--- src/hw/rtl/les_pkg.sv ---
// Package for the LED effect sequencer: sizes, request, effect and mode codes,
// and the command struct passed from the controller to the datapath.
// No dependencies.
`default_nettype none

package les_pkg;

	localparam int NUM_LEDS = 8;
	localparam int LED_W    = (NUM_LEDS > 1) ? $clog2(NUM_LEDS) : 1;
	localparam int OUT_W    = 8;
	localparam int PERIOD_W = 10;
	localparam int RATE_W   = 15;
	localparam int AMT_W    = 15;
	localparam int CNT_W    = 17;

	// Largest blink count; larger requests saturate here
	localparam logic [AMT_W-1:0] COUNT_MAX = 15'd16383;

	typedef enum logic [1:0] {
		REQ_TICK      = 2'd0,
		REQ_SET       = 2'd1,
		REQ_SOFT_OFF  = 2'd2,
		REQ_FORCE_OFF = 2'd3
	} req_t;

	typedef enum logic [2:0] {
		EFF_ON          = 3'd0,
		EFF_BLINK_EVER  = 3'd1,
		EFF_BLINK_TIME  = 3'd2,
		EFF_BLINK_COUNT = 3'd3,
		EFF_PULSE       = 3'd4
	} effect_t;

	typedef enum logic [2:0] {
		MODE_OFF         = 3'd0,
		MODE_ON          = 3'd1,
		MODE_BLINK_EVER  = 3'd2,
		MODE_BLINK_TIME  = 3'd3,
		MODE_BLINK_COUNT = 3'd4,
		MODE_PULSE       = 3'd5
	} mode_t;

	typedef struct packed {
		logic             latch;   // capture the request payload
		logic             step;    // update one LED entry
		logic             report;  // capture pins and busy mask
		logic [LED_W-1:0] led;     // LED entry to update
	} cmd_t;

endpackage

`default_nettype wire

--- src/hw/rtl/les_ctrl.sv ---
// Controller of the LED effect sequencer: accepts requests and walks the LED
// entries one per cycle. Depends on les_pkg.
`default_nettype none

module les_ctrl (
	input  wire logic                   clk,
	input  wire logic                   arst_n,
	input  wire logic                   start,
	input  wire logic [1:0]             req_type,
	input  wire logic [2:0]             led_index,
	input  wire logic                   all_leds,
	output logic                        busy,
	output logic                        done,
	output les_pkg::cmd_t               cmd
);

	typedef enum logic [1:0] {
		ST_IDLE,
		ST_RUN,
		ST_REPORT
	} state_t;

	localparam logic [les_pkg::LED_W-1:0] LAST_LED = les_pkg::LED_W'(les_pkg::NUM_LEDS - 1);

	state_t                    state_q;
	logic [les_pkg::LED_W-1:0] led_q;
	logic                      single_q;
	logic                      done_q;
	logic                      accept;
	logic                      walk_all;
	logic                      idx_ok;

	assign accept   = start && (state_q == ST_IDLE);
	assign walk_all = (req_type == les_pkg::REQ_TICK) || all_leds;
	assign idx_ok   = 32'(led_index) < les_pkg::NUM_LEDS;

	always_ff @(posedge clk or negedge arst_n) begin
		if (!arst_n) begin
			state_q  <= ST_IDLE;
			led_q    <= '0;
			single_q <= 1'b0;
			done_q   <= 1'b0;
		end else begin
			done_q <= 1'b0;
			case (state_q)
				ST_IDLE: begin
					if (start) begin
						if (walk_all) begin
							led_q    <= '0;
							single_q <= 1'b0;
							state_q  <= ST_RUN;
						end else if (idx_ok) begin
							led_q    <= les_pkg::LED_W'(led_index);
							single_q <= 1'b1;
							state_q  <= ST_RUN;
						end else begin
							// out-of-range LED: drop the command, report only
							state_q <= ST_REPORT;
						end
					end
				end
				ST_RUN: begin
					if (single_q || (led_q == LAST_LED)) begin
						state_q <= ST_REPORT;
					end else begin
						led_q <= led_q + 1'b1;
					end
				end
				ST_REPORT: begin
					done_q  <= 1'b1;
					state_q <= ST_IDLE;
				end
				default: begin
					state_q <= ST_IDLE;
				end
			endcase
		end
	end

	assign busy       = (state_q != ST_IDLE);
	assign done       = done_q;
	assign cmd.latch  = accept;
	assign cmd.step   = (state_q == ST_RUN);
	assign cmd.report = (state_q == ST_REPORT);
	assign cmd.led    = led_q;

`ifndef NO_ASSERTIONS
	a_done_after_report: assert property (@(posedge clk) disable iff (!arst_n)
		done_q |-> $past(state_q == ST_REPORT))
		else $error("result strobe without a report cycle");

	a_accept_goes_busy: assert property (@(posedge clk) disable iff (!arst_n)
		accept |=> busy)
		else $error("accepted request did not raise busy");

	a_walk_advances: assert property (@(posedge clk) disable iff (!arst_n)
		(state_q == ST_RUN && !single_q && led_q != LAST_LED) |=>
		(state_q == ST_RUN && led_q == les_pkg::LED_W'($past(led_q) + 1'b1)))
		else $error("LED walk skipped or stalled");
`endif

endmodule

`default_nettype wire

--- src/hw/rtl/les_datapath.sv ---
// Datapath of the LED effect sequencer: per-LED state, the one-entry update
// logic, the tick period register and the result registers. Depends on les_pkg.
`default_nettype none

module les_datapath (
	input  wire logic                            clk,
	input  wire logic                            arst_n,
	input  wire les_pkg::cmd_t                   cmd,
	input  wire logic [1:0]                      req_type,
	input  wire logic [2:0]                      effect,
	input  wire logic [les_pkg::RATE_W-1:0]      rate_ms,
	input  wire logic [les_pkg::AMT_W-1:0]       amount,
	input  wire logic                            cfg_we,
	input  wire logic [les_pkg::PERIOD_W-1:0]    cfg_data,
	output logic      [les_pkg::OUT_W-1:0]       led_pins,
	output logic      [les_pkg::OUT_W-1:0]       busy_mask
);

	localparam int N = les_pkg::NUM_LEDS;

	logic [les_pkg::PERIOD_W-1:0]   period_q;
	logic [1:0]                     req_q;
	logic [2:0]                     eff_q;
	logic [les_pkg::RATE_W-1:0]     rate_q;
	logic [les_pkg::AMT_W-1:0]      amt_q;

	les_pkg::mode_t                 req_mode_q   [N];
	les_pkg::mode_t                 shown_mode_q [N];
	logic signed [les_pkg::CNT_W-1:0] tgl_cd_q   [N];
	logic [les_pkg::RATE_W-1:0]     half_per_q   [N];
	logic signed [les_pkg::CNT_W-1:0] eff_rem_q  [N];
	logic signed [les_pkg::CNT_W-1:0] pulse_rem_q[N];
	logic [N-1:0]                   pin_q;

	les_pkg::mode_t                 n_req, n_shown;
	logic signed [les_pkg::CNT_W-1:0] n_cd, n_eff, n_pulse;
	logic [les_pkg::RATE_W-1:0]     n_hp;
	logic                           n_pin;

	logic [les_pkg::OUT_W-1:0]      pins_vec, busy_vec;
	logic [les_pkg::OUT_W-1:0]      led_pins_q, busy_mask_q;

	// Update of the addressed entry
	always_comb begin
		logic signed [les_pkg::CNT_W-1:0] per;
		logic [les_pkg::AMT_W-1:0]        cnt;
		logic                             blink;
		logic                             dec_cnt;
		les_pkg::mode_t                   bmode;
		per     = $signed({{(les_pkg::CNT_W - les_pkg::PERIOD_W){1'b0}}, period_q});
		cnt     = (amt_q > les_pkg::COUNT_MAX) ? les_pkg::COUNT_MAX : amt_q;
		blink   = 1'b0;
		dec_cnt = 1'b0;
		bmode   = les_pkg::MODE_OFF;
		n_req   = req_mode_q[cmd.led];
		n_shown = shown_mode_q[cmd.led];
		n_cd    = tgl_cd_q[cmd.led];
		n_hp    = half_per_q[cmd.led];
		n_eff   = eff_rem_q[cmd.led];
		n_pulse = pulse_rem_q[cmd.led];
		n_pin   = pin_q[cmd.led];
		case (req_q)
			les_pkg::REQ_TICK: begin
				case (n_req)
					les_pkg::MODE_ON: begin
						n_pin   = 1'b1;
						n_shown = les_pkg::MODE_ON;
					end
					les_pkg::MODE_BLINK_EVER: begin
						blink = 1'b1;
						bmode = les_pkg::MODE_BLINK_EVER;
					end
					les_pkg::MODE_BLINK_TIME: begin
						if (n_eff <= 0) begin
							n_pin   = 1'b0;
							n_req   = les_pkg::MODE_OFF;
							n_shown = les_pkg::MODE_OFF;
						end else begin
							n_eff = n_eff - per;
							blink = 1'b1;
							bmode = les_pkg::MODE_BLINK_TIME;
						end
					end
					les_pkg::MODE_BLINK_COUNT: begin
						if (n_eff <= 0) begin
							n_pin   = 1'b0;
							n_req   = les_pkg::MODE_OFF;
							n_shown = les_pkg::MODE_OFF;
						end else begin
							blink   = 1'b1;
							dec_cnt = 1'b1;
							bmode   = les_pkg::MODE_BLINK_COUNT;
						end
					end
					les_pkg::MODE_PULSE: begin
						if (n_pulse <= 0) begin
							n_pin   = 1'b0;
							n_req   = les_pkg::MODE_OFF;
							n_shown = les_pkg::MODE_OFF;
						end else begin
							n_pin   = 1'b1;
							n_shown = les_pkg::MODE_PULSE;
							n_pulse = n_pulse - per;
						end
					end
					default: begin
						n_pin   = 1'b0;
						n_shown = les_pkg::MODE_OFF;
					end
				endcase
				if (blink) begin
					if (n_cd <= 0) begin
						n_pin   = ~n_pin;
						n_shown = bmode;
						n_cd    = $signed({2'b00, n_hp});
						if (dec_cnt) begin
							n_eff = n_eff - 17'sd1;
						end
					end
					n_cd = n_cd - per;
				end
			end
			les_pkg::REQ_SET: begin
				case (eff_q)
					les_pkg::EFF_ON: begin
						n_req = les_pkg::MODE_ON;
					end
					les_pkg::EFF_BLINK_EVER: begin
						n_req = les_pkg::MODE_BLINK_EVER;
						n_hp  = rate_q;
					end
					les_pkg::EFF_BLINK_TIME: begin
						n_req = les_pkg::MODE_BLINK_TIME;
						n_hp  = rate_q;
						n_eff = $signed({2'b00, amt_q});
					end
					les_pkg::EFF_BLINK_COUNT: begin
						n_req = les_pkg::MODE_BLINK_COUNT;
						n_hp  = rate_q;
						n_eff = $signed({1'b0, cnt, 1'b0});
					end
					les_pkg::EFF_PULSE: begin
						n_req   = les_pkg::MODE_PULSE;
						n_pulse = $signed({2'b00, amt_q});
					end
					default: begin
					end
				endcase
			end
			les_pkg::REQ_SOFT_OFF: begin
				if (n_req == les_pkg::MODE_ON || n_req == les_pkg::MODE_BLINK_EVER) begin
					n_req = les_pkg::MODE_OFF;
					n_cd  = '0;
				end
			end
			default: begin
				n_req = les_pkg::MODE_OFF;
				n_cd  = '0;
			end
		endcase
	end

	always_ff @(posedge clk or negedge arst_n) begin
		if (!arst_n) begin
			period_q <= les_pkg::PERIOD_W'(1);
			for (int i = 0; i < N; i++) begin
				req_mode_q[i]   <= les_pkg::MODE_OFF;
				shown_mode_q[i] <= les_pkg::MODE_OFF;
				tgl_cd_q[i]     <= '0;
				half_per_q[i]   <= '0;
				eff_rem_q[i]    <= '0;
				pulse_rem_q[i]  <= '0;
			end
			pin_q <= '0;
		end else begin
			if (cfg_we) begin
				period_q <= cfg_data;
			end
			if (cmd.step) begin
				req_mode_q[cmd.led]   <= n_req;
				shown_mode_q[cmd.led] <= n_shown;
				tgl_cd_q[cmd.led]     <= n_cd;
				half_per_q[cmd.led]   <= n_hp;
				eff_rem_q[cmd.led]    <= n_eff;
				pulse_rem_q[cmd.led]  <= n_pulse;
				pin_q[cmd.led]        <= n_pin;
			end
		end
	end

	// Request payload, held for the walk
	always_ff @(posedge clk) begin
		if (cmd.latch) begin
			req_q  <= req_type;
			eff_q  <= effect;
			rate_q <= rate_ms;
			amt_q  <= amount;
		end
	end

	for (genvar g = 0; g < les_pkg::OUT_W; g++) begin : g_out
		if (g < N) begin : g_led
			assign pins_vec[g] = pin_q[g];
			assign busy_vec[g] = (req_mode_q[g] != les_pkg::MODE_OFF);
		end else begin : g_pad
			assign pins_vec[g] = 1'b0;
			assign busy_vec[g] = 1'b0;
		end
	end

	always_ff @(posedge clk or negedge arst_n) begin
		if (!arst_n) begin
			led_pins_q  <= '0;
			busy_mask_q <= '0;
		end else if (cmd.report) begin
			led_pins_q  <= pins_vec;
			busy_mask_q <= busy_vec;
		end
	end

	assign led_pins  = led_pins_q;
	assign busy_mask = busy_mask_q;

`ifndef NO_ASSERTIONS
	a_finished_led_dark: assert property (@(posedge clk) disable iff (!arst_n)
		(cmd.step && req_q == les_pkg::REQ_TICK && req_mode_q[cmd.led] != les_pkg::MODE_OFF
		 && n_req == les_pkg::MODE_OFF) |-> (n_pin == 1'b0))
		else $error("finished effect left its pin lit");

	a_result_stable: assert property (@(posedge clk) disable iff (!arst_n)
		!$past(cmd.report) |-> $stable(led_pins_q))
		else $error("pins changed outside a report cycle");

	a_single_step_target: assert property (@(posedge clk) disable iff (!arst_n)
		(cmd.step && req_q == les_pkg::REQ_FORCE_OFF) |=>
		(req_mode_q[$past(cmd.led)] == les_pkg::MODE_OFF))
		else $error("force off did not stop the LED");
`endif

endmodule

`default_nettype wire

--- src/hw/rtl/led_effect_sequencer.sv ---
// LED effect sequencer top level: request port, configuration port, controller
// and datapath. Depends on les_pkg, les_ctrl and les_datapath.
//
// A tick or an all-LED command walks every LED entry in turn, then reports; a
// single-LED command updates only its own entry, and one for an out-of-range
// LED goes straight to the report. One LED entry is updated per cycle, so the
// walk over the LED state sets the rate; busy stays high until the report
// cycle, and the next request may be taken in the cycle that done is shown.
// Reset (arst_n low) clears all LED effects, pins and countdowns, sets the tick
// period to 1 ms and drops any request in flight. The receiver cannot stall.
`default_nettype none

module led_effect_sequencer (
	input  wire logic                            clk,
	input  wire logic                            arst_n,
	// request port
	input  wire logic                            start,
	output logic                                 busy,
	input  wire logic [1:0]                      req_type,
	input  wire logic [2:0]                      led_index,
	input  wire logic                            all_leds,
	input  wire logic [2:0]                      effect,
	input  wire logic [les_pkg::RATE_W-1:0]      rate_ms,
	input  wire logic [les_pkg::AMT_W-1:0]       amount,
	// result port: one strobe per request
	output logic                                 done,
	output logic      [les_pkg::OUT_W-1:0]       led_pins,
	output logic      [les_pkg::OUT_W-1:0]       busy_mask,
	// configuration port: tick period in ms
	input  wire logic                            cfg_valid,
	output logic                                 cfg_ready,
	input  wire logic [les_pkg::PERIOD_W-1:0]    cfg_data
);

	les_pkg::cmd_t cmd;
	logic          cfg_we;

	// Always take configuration writes; the period is only used during a tick walk
	assign cfg_ready = 1'b1;
	assign cfg_we    = cfg_valid && cfg_ready;

	// Sequence the walk over the LED entries
	les_ctrl u_ctrl (
		.clk       (clk),
		.arst_n    (arst_n),
		.start     (start),
		.req_type  (req_type),
		.led_index (led_index),
		.all_leds  (all_leds),
		.busy      (busy),
		.done      (done),
		.cmd       (cmd)
	);

	// Hold the LED state and advance one entry per step
	les_datapath u_dp (
		.clk       (clk),
		.arst_n    (arst_n),
		.cmd       (cmd),
		.req_type  (req_type),
		.effect    (effect),
		.rate_ms   (rate_ms),
		.amount    (amount),
		.cfg_we    (cfg_we),
		.cfg_data  (cfg_data),
		.led_pins  (led_pins),
		.busy_mask (busy_mask)
	);

endmodule

`default_nettype wire

--- config.mk ---
export PLATFORM = sky130hd
export DESIGN_NAME = led_effect_sequencer
export DESIGN_NICKNAME = d
export VERILOG_FILES = /design/src/hw/rtl/les_pkg.sv /design/src/hw/rtl/les_ctrl.sv /design/src/hw/rtl/les_datapath.sv /design/src/hw/rtl/led_effect_sequencer.sv
export SDC_FILE = /design/constraint.sdc
export NUM_CORES = 2
export LEC_CHECK = 0
export ABC_CLOCK_PERIOD_IN_PS = 7900
export BUFFER_PORTS_ARGS = -buffer_cell sky130_fd_sc_hd__buf_2
export CAP_MARGIN = 20
export CORE_ASPECT_RATIO = 0.5
export CORE_UTILIZATION = 25
export CTS_BUF_LIST = sky130_fd_sc_hd__clkbuf_16
export CTS_CLUSTER_DIAMETER = 60
export DETAILED_ROUTE_END_ITERATION = 8
export GPL_TIMING_DRIVEN = 0
export SYNTH_ARGS = -nofsm -noshare
export SYNTH_HDL_FRONTEND = slang
export SYNTH_SLANG_ARGS = --single-unit
--- constraint.sdc ---
create_clock -name clk -period 7.9 [get_ports clk]
set_input_delay 0.79 -clock clk [delete_from_list [all_inputs] [get_ports clk]]
set_output_delay 0.79 -clock clk [all_outputs]
set_load 0.005 [all_outputs]
; Word-level counts from Yosys, hierarchy flattened
; Index checks and enable logic that the tools add are counted.
[op_classes]
n_mux = 79
n_eq_ne = 17
n_addsub = 5
n_reduce_logical = 25
order_cmp = 8
n_bitwise = 2
[op_table]
columns = op, n
row1 = 136-bit bitwise mux, 3
row2 = 17-bit two-way mux, 21
row3 = 17-bit binary-select mux with 3-bit select, 3
row4 = 120-bit bitwise mux, 1
row5 = 17-bit one-hot mux with 2 select lines, 3
row6 = 15-bit two-way mux, 6
row7 = 17-bit demux with 3-bit select, 1
row8 = "17-bit by 1-bit <= comparator with 1-bit output, second input constant", 3
row9 = 17-bit one-hot mux with 3 select lines, 1
row10 = 17-bit by 11-bit subtractor with 17-bit output, 3
row11 = 15-bit binary-select mux with 3-bit select, 1
row12 = 15-bit demux with 3-bit select, 1
row13 = 3-bit two-way mux, 9
row14 = 24-bit bitwise mux, 1
row15 = 3-bit nonzero test, 8
row16 = "17-bit by 2-bit subtractor with 17-bit output, second input constant", 1
row17 = "15-bit by 14-bit greater-than comparator with 1-bit output, second input constant", 1
row18 = 3-bit one-hot mux with 5 select lines, 1
row19 = 1-bit two-way mux, 14
row20 = "3-bit by 2-bit equality test with 1-bit output, second input constant", 4
row21 = "3-bit equality test, second input constant", 4
row22 = 3-bit one-hot mux with 2 select lines, 2
row23 = 3-bit binary-select mux with 3-bit select, 1
row24 = 3-bit demux with 3-bit select, 1
row25 = other kinds (29), 42
[word_totals]
wordCells = 188
in_bits = 53
output_inout_bits = 19
register_bits = 628

; Longest topological paths before layout
[logic_depth]
word_depth = 14
depth_mapped = 27
depth_no_buf = 18

; Cells and area by module
; Synthesis repeated with hierarchy kept, for this count alone.
[unflattened]
hier_cells = 3252
area_unflattened_um2 = 31102.3
[by_module_without_submodules]
columns = module, area_each_um2, cells_each, seq_area_each_um2, n_inst
row1 = les_datapath, 30708.2, 3215, 15716.3, 1
row2 = les_ctrl, 382.9, 35, 175.2, 1
row3 = led_effect_sequencer, 11.3, 2, 0.0, 1

; Least setup slack after synthesis
; No wires, ideal clock.
[synth_timing]
path_kind = reg-to-reg
startpoint = register u_ctrl.led_q[0] (netlist name)
endpoint = register u_dp.tgl_cd_q[115] (netlist name)
t_required_ns = 7.817
setup_ns = 0.083
t_arrival_ns = 6.038
path_slack_ns = 1.779
stages_incl_launch_ff = 24
synth_period_minus_slack_ns = 6.121
path_buffers = 9
path_cell_list = dfrtp_1 buf_4 buf_4 buf_2 buf_2 buf_4 buf_2 buf_2 buf_2 buf_2 mux4_2 mux2_2 mux2_2 ha_1 nor2b_1 o21ai_0 a21boi_0 o21ai_0 a211oi_1 o31a_1 or4b_2 nand3_1 a22oi_1 o21ai_0
[synth_between]
elab_chain_cells = 12
elab_cells_between_ends = 37
cone_classes = add/sub: 1 / order compare: 4 / eq/ne: 4 / mux: 24 / bitwise: 1 / reduce/logical: 3
[synth_lines]
columns = item, line_no
row1 = from (decl), les_ctrl.sv:26  ; logic [les_pkg::LED_W-1:0] led_q;
row2 = from (signal assigned), les_ctrl.sv:53  ; led_q <= les_pkg::LED_W'(led_index);
row3 = from (signal assigned), les_ctrl.sv:66  ; led_q <= led_q + 1'b1;
row4 = 3-bit inverter with 4-bit output (implied by the code) (*), -
row5 = 17-bit binary-select mux with 3-bit select, les_datapath.sv:57  ; n_cd = tgl_cd_q[cmd.led];
row6 = 17-bit two-way mux (implied by the code) (2 in a row), les_datapath.sv:57
row7 = 17-bit by 1-bit <= comparator with 1-bit output, les_datapath.sv:112  ; if (n_cd <= 0) begin
row8 = 17-bit two-way mux, les_datapath.sv:112
row9 = 17-bit two-way mux, les_datapath.sv:111  ; if (blink) begin
row10 = 17-bit two-way mux, les_datapath.sv:62  ; case (req_q)
row11 = 17-bit by 11-bit subtractor with 17-bit output, les_datapath.sv:120  ; n_cd = n_cd - per;
row12 = 17-bit two-way mux, les_datapath.sv:111
row13 = 17-bit one-hot mux with 3 select lines, les_datapath.sv:62
row14 = 136-bit bitwise mux (*), les_datapath.sv:182  ; tgl_cd_q[cmd.led] <= n_cd;
row15 = "to (signal, indexed assignment)", les_datapath.sv:182
row16 = to (decl), les_datapath.sv:29  ; logic signed [les_pkg::CNT_W-1:0] tgl_cd_q [N];
; Every way passes the cells marked *; elsewhere a longest branch is shown, timed or not. The select of a mux whose other input is x is not followed.
; A chain may end at the register's enable or synchronous reset.

; Worst setup path in the final report
[layout_timing]
startpoint = register u_ctrl.led_q[2] (netlist name)
endpoint = register u_dp.tgl_cd_q[30] (netlist name)
; The elaborated chain is that of the path after synthesis.

==> results.md <==
* Crit-path max FO at 11
* YS warnings at 0
* DR WL/cell at 24.00 um
* Initial Utilization at 0.2547
* Area of the multi-input gates at 14,910 um2
* Die W at 505.6 um
* Reg2Reg Launch Point: u_ctrl.led_q[2]$_DFFE_PN0P_
* Synth-to-Final Area Change at 16.03%
* CTS root buf: clkbuf_16
* Worst EP required at 8.44 ns
* Worst r2r dst: u_dp.tgl_cd_q[30]$_DFFE_PN0P_
* Startpoint types: flop
* Hold Path Class: primary input to asynchronous set/reset pin
* Final min period at 7.644 ns
* Slowest-stage cell, CP: clkbuf_1
* Final instance area at 36,780 um2
* Worst path cell trace: buf_4 -> buf_2 -> clkbuf_1 -> mux4_2 -> mux2i_1 -> nand4bb_1 -> a2111oi_4 -> nor2_2 -> clkbuf_4 -> clkbuf_2 -> clkbuf_4 -> mux2_2 -> ha_1 -> nor2b_1 -> o21ai_0 -> a21boi_0 -> o21ai_2 -> a211oi_2 -> o31a_1 -> or4b_2 -> nand3_1 -> a22oi_1 -> o21ai_0
* Worst rel slew slack at 0.06050
* Total CTS buffers at 70
* Antenna violations before repair at 7
* Post-Syn Instances at 3,082
* Die Area at 128,300 um2
* Power per Cell Area at 408.1 nW/um2
* Worst skew pair latency at 0.64 ns
* VDD IR max at 0.1750 mV
* Placer Congestion at 0.9757
* GRT Total Usage at 0.1838
* Critical Path Start: u_ctrl.led_q[2]$_DFFE_PN0P_
* IO Count at 72
* R2R cell count at 23
* Reg2Reg Setup Slack at 0.26 ns
* Synthesized area at 31,700 um2
* Final Hold Fails at 0
* EDFF count, synth at 35
* Slew Limit Fails at 0
* #FFs+latches synth at 628
* Largest net degree at the start of global routing at 128
* Vias at 26,760
* H-tree levels at 3
* Period utilization at 0.9676
* Sequential share of the synthesized area at 0.5013
* GRT overflow at 0
* DRC at 0
* Unrepaired setup endpoints after global routing: false
* Fraction of layout cells with a size suffix above 1 at 0.1589
* Max Freq at 130.8 MHz
* Top_reg_cell synth: dfrtp_1
* Critical path class: flop to flop
* Number of unique standard cell types used by synthesis at 90
* IO buf count at 69
* Max Cap Viol at 0
* Synthesized net count at 3,171
* Initial DRC Count at 3,585
* Final WL at 119,300 um
* Clk sinks at 628
* Lkg Pwr at 15.67 nW
* Cell Rows at 91
* Global-route wire length before repair at 175,600 um
* Pre-antenna DRT Iters at 7
* Worst-Margin Slew at 1.409 ns
* Clk pin slew, worst setup/hold paths at 0.06 ns
* Core footprint at 124,400 um2
* Clk buf depth at 3
* Setup Skew at 0.02485 ns
* Outcome: completed
* Async S/R FF share, synth at 0.9443
* Hold_buf cts at 0
* Worst Path Arrival at 8.18 ns
* Register Area at 15,890 um2
* Power Total at 15.01 mW
* Final setup viols at 0
* Syn_area_per_cell at 10.29 um2
* Critical path's largest stage delay at 0.83 ns
* Number of global-route vias before repair at 26,100
* Die H at 253.8 um
* Placed Area at 34,430 um2
* Final core occ at 0.2956
* Nets at 3,324
* Post-DP HPWL at 85,760 um
* Routed Antenna Nets at 0
* CTS tree: built
* Detail-routed via count per cell at 5.381
* Crit. End Element: flop
* Layout fillers at 12,830
-- kinds of logic after synthesis --
family / Yosys count / share of synthesized area
simple gates: 1097 / 0.1481
mux: 320 / 0.1604
buf+inv: 234 / 0.03126
xor+xnor: 28 / 0.007736
fa+ha+maj: 36 / 0.01492
other cells: 1 / 0.0001183
flops: 628 / 0.5013
compound gates: 738 / 0.1361
-- layout by cell type (no fill, tap or decap), types with 11 or more instances in the layout --
cell,synthesis,routed
o32ai_1,11,11
a21oi_1,115,115
nor3_1,63,60
nand3_1,18,18
xnor2_1,19,19
buf_4,12,23
inv_1,36,51
clkbuf_1,142,140
mux2i_1,79,73
nor2_1,184,181
nor2b_1,15,15
nand2_1,694,694
clkbuf_16,0,71
or3_1,21,21
o21ai_0,434,433
nand2b_1,16,16
buf_2,36,82
clkinv_1,0,17
ha_1,33,33
a31oi_1,32,32
buf_6,3,12
mux4_2,140,140
mux2_2,100,100
o21a_1,16,16
edfxtp_1,35,35
a211oi_1,12,11
dfrtp_1,592,592
-- sequential cells by signal, indices dropped and copies added, names as in the netlist --
signal and flops:
u_ctrl.done 1, u_dp.period_q 10, u_dp.busy_mask 8, u_dp.amt_q 15, u_dp.eff_q 3, u_dp.req_q 2
u_dp.tgl_cd_q 136, u_dp.req_mode_q 24, u_dp.half_per_q 120, u_ctrl.single_q 1, u_dp.eff_rem_q 136, u_dp.rate_q 15
u_dp.led_pins 8, u_ctrl.led_q 3, u_dp.pulse_rem_q 136, u_dp.pin_q 8, u_ctrl.state_q 2
-- worst max path at each step --
| stage | end | slack, ns | depth (start not counted) |
|---|---|---|---|
| final | u_dp.tgl_cd_q[30]$_DFFE_PN0P_ | 0.26 | 23 |
| after global routing | u_dp.eff_rem_q[15]$_DFFE_PN0P_ | 0.001 | 22 |
| after CTS | u_dp.tgl_cd_q[30]$_DFFE_PN0P_ | 0.02 | 23 |
| after detailed placement | u_dp.tgl_cd_q[30]$_DFFE_PN0P_ | -1.38 | 23 |
| after global placement | u_dp.eff_rem_q[46]$_DFFE_PN0P_ | -5.79 | 1 |
| after floorplan | u_dp.tgl_cd_q[115]$_DFFE_PN0P_ | 1.78 | 23 |
-- what timing repair did --
action,4_1_cts,5_1_grt
resized for setup,29,17
hold endpoints to repair,0,0
endpoints found under the setup margin,256,152
setup buffers,0,1
pin swaps,0,1
-- where the power goes --
group | internal, mW | switching, mW
Sequential | 4.20 | 0.625
Clock | 1.76 | 1.42
Combinational | 2.48 | 4.53
-- area by class of cell --
cell class	count	area share
clock inverters	58	0.01146
plain buffers	193	0.02476
repair buffers	86	0.01701
clock buffers	71	0.04830
flip-flops and latches	628	0.4321
inverters	36	0.003674
well taps	1674	0.05694
diodes	6	0.0004082
multi-input cells	2220	0.4054
-- stage by stage --
step | setup TNS, ns | setup WS (ns) | hold slack (ns) | cells
detailed placement | -197.05 | -1.380 | 0.4599 | 4840
floorplan | 0 | 1.779 | 0.4404 | 3082
finish | 0 | 0.2557 | 0.1001 | 4972
global route | 0 | 0.001013 | 0.1304 | 4967
CTS | 0 | 0.01864 | 0.1038 | 4967
global placement | -3591.83 | -5.793 | 0.4555 | 4825
-- cell usage after synthesis (8+ instances only) --
library cell | instances | share of area
inv_1 | 36 | 0.0043
nand3_1 | 18 | 0.0028
a21o_1 | 9 | 0.0021
nand4_1 | 8 | 0.0016
xnor2_1 | 19 | 0.0052
a21oi_1 | 115 | 0.018
clkbuf_1 | 142 | 0.017
nor3b_1 | 8 | 0.0019
a31oi_1 | 32 | 0.0063
nor3_1 | 63 | 0.0099
o21a_1 | 16 | 0.0038
edfxtp_1 | 35 | 0.033
mux2_2 | 100 | 0.036
nor4_1 | 10 | 0.0020
buf_2 | 36 | 0.0057
and3_1 | 8 | 0.0016
nor2_1 | 184 | 0.022
a211oi_1 | 12 | 0.0028
xor2_1 | 9 | 0.0025
o21ai_0 | 434 | 0.069
nor2b_1 | 15 | 0.0030
dfrtp_1 | 592 | 0.47
mux2i_1 | 79 | 0.025
o211ai_1 | 9 | 0.0021
or3_1 | 21 | 0.0041
nand2_1 | 694 | 0.082
ha_1 | 33 | 0.013
buf_4 | 12 | 0.0028
o32ai_1 | 11 | 0.0030
o211a_1 | 8 | 0.0025
o31ai_1 | 10 | 0.0024
nand2b_1 | 16 | 0.0032
mux4_2 | 140 | 0.099
-- worst max-delay path, delay by kind of cell (launching register included) --
kind / cells / cell delay [ns]
adders and majority gates: 1 / 0.27
buffers and inverters: 6 / 2.21
AOI/OAI and AO/OA: 8 / 2.04
DFF: 1 / 0.35
and+or+nand+nor: 5 / 1.40
muxes: 3 / 1.22
-- metal layers --
metal | share of wire | up-vias | global-route usage | wire (um)
met5 | 0.00023 | - | 0 | 28
met4 | 0.052 | 4 | 0.08941 | 6201
met3 | 0.11 | 346 | 0.04453 | 13030
met2 | 0.44 | 1556 | 0.2848 | 52770
met1 | 0.40 | 13510 | 0.2406 | 47290
li1 | - | 11340 | - | -
No activity file was read; power rests on OpenSTA's default activity.
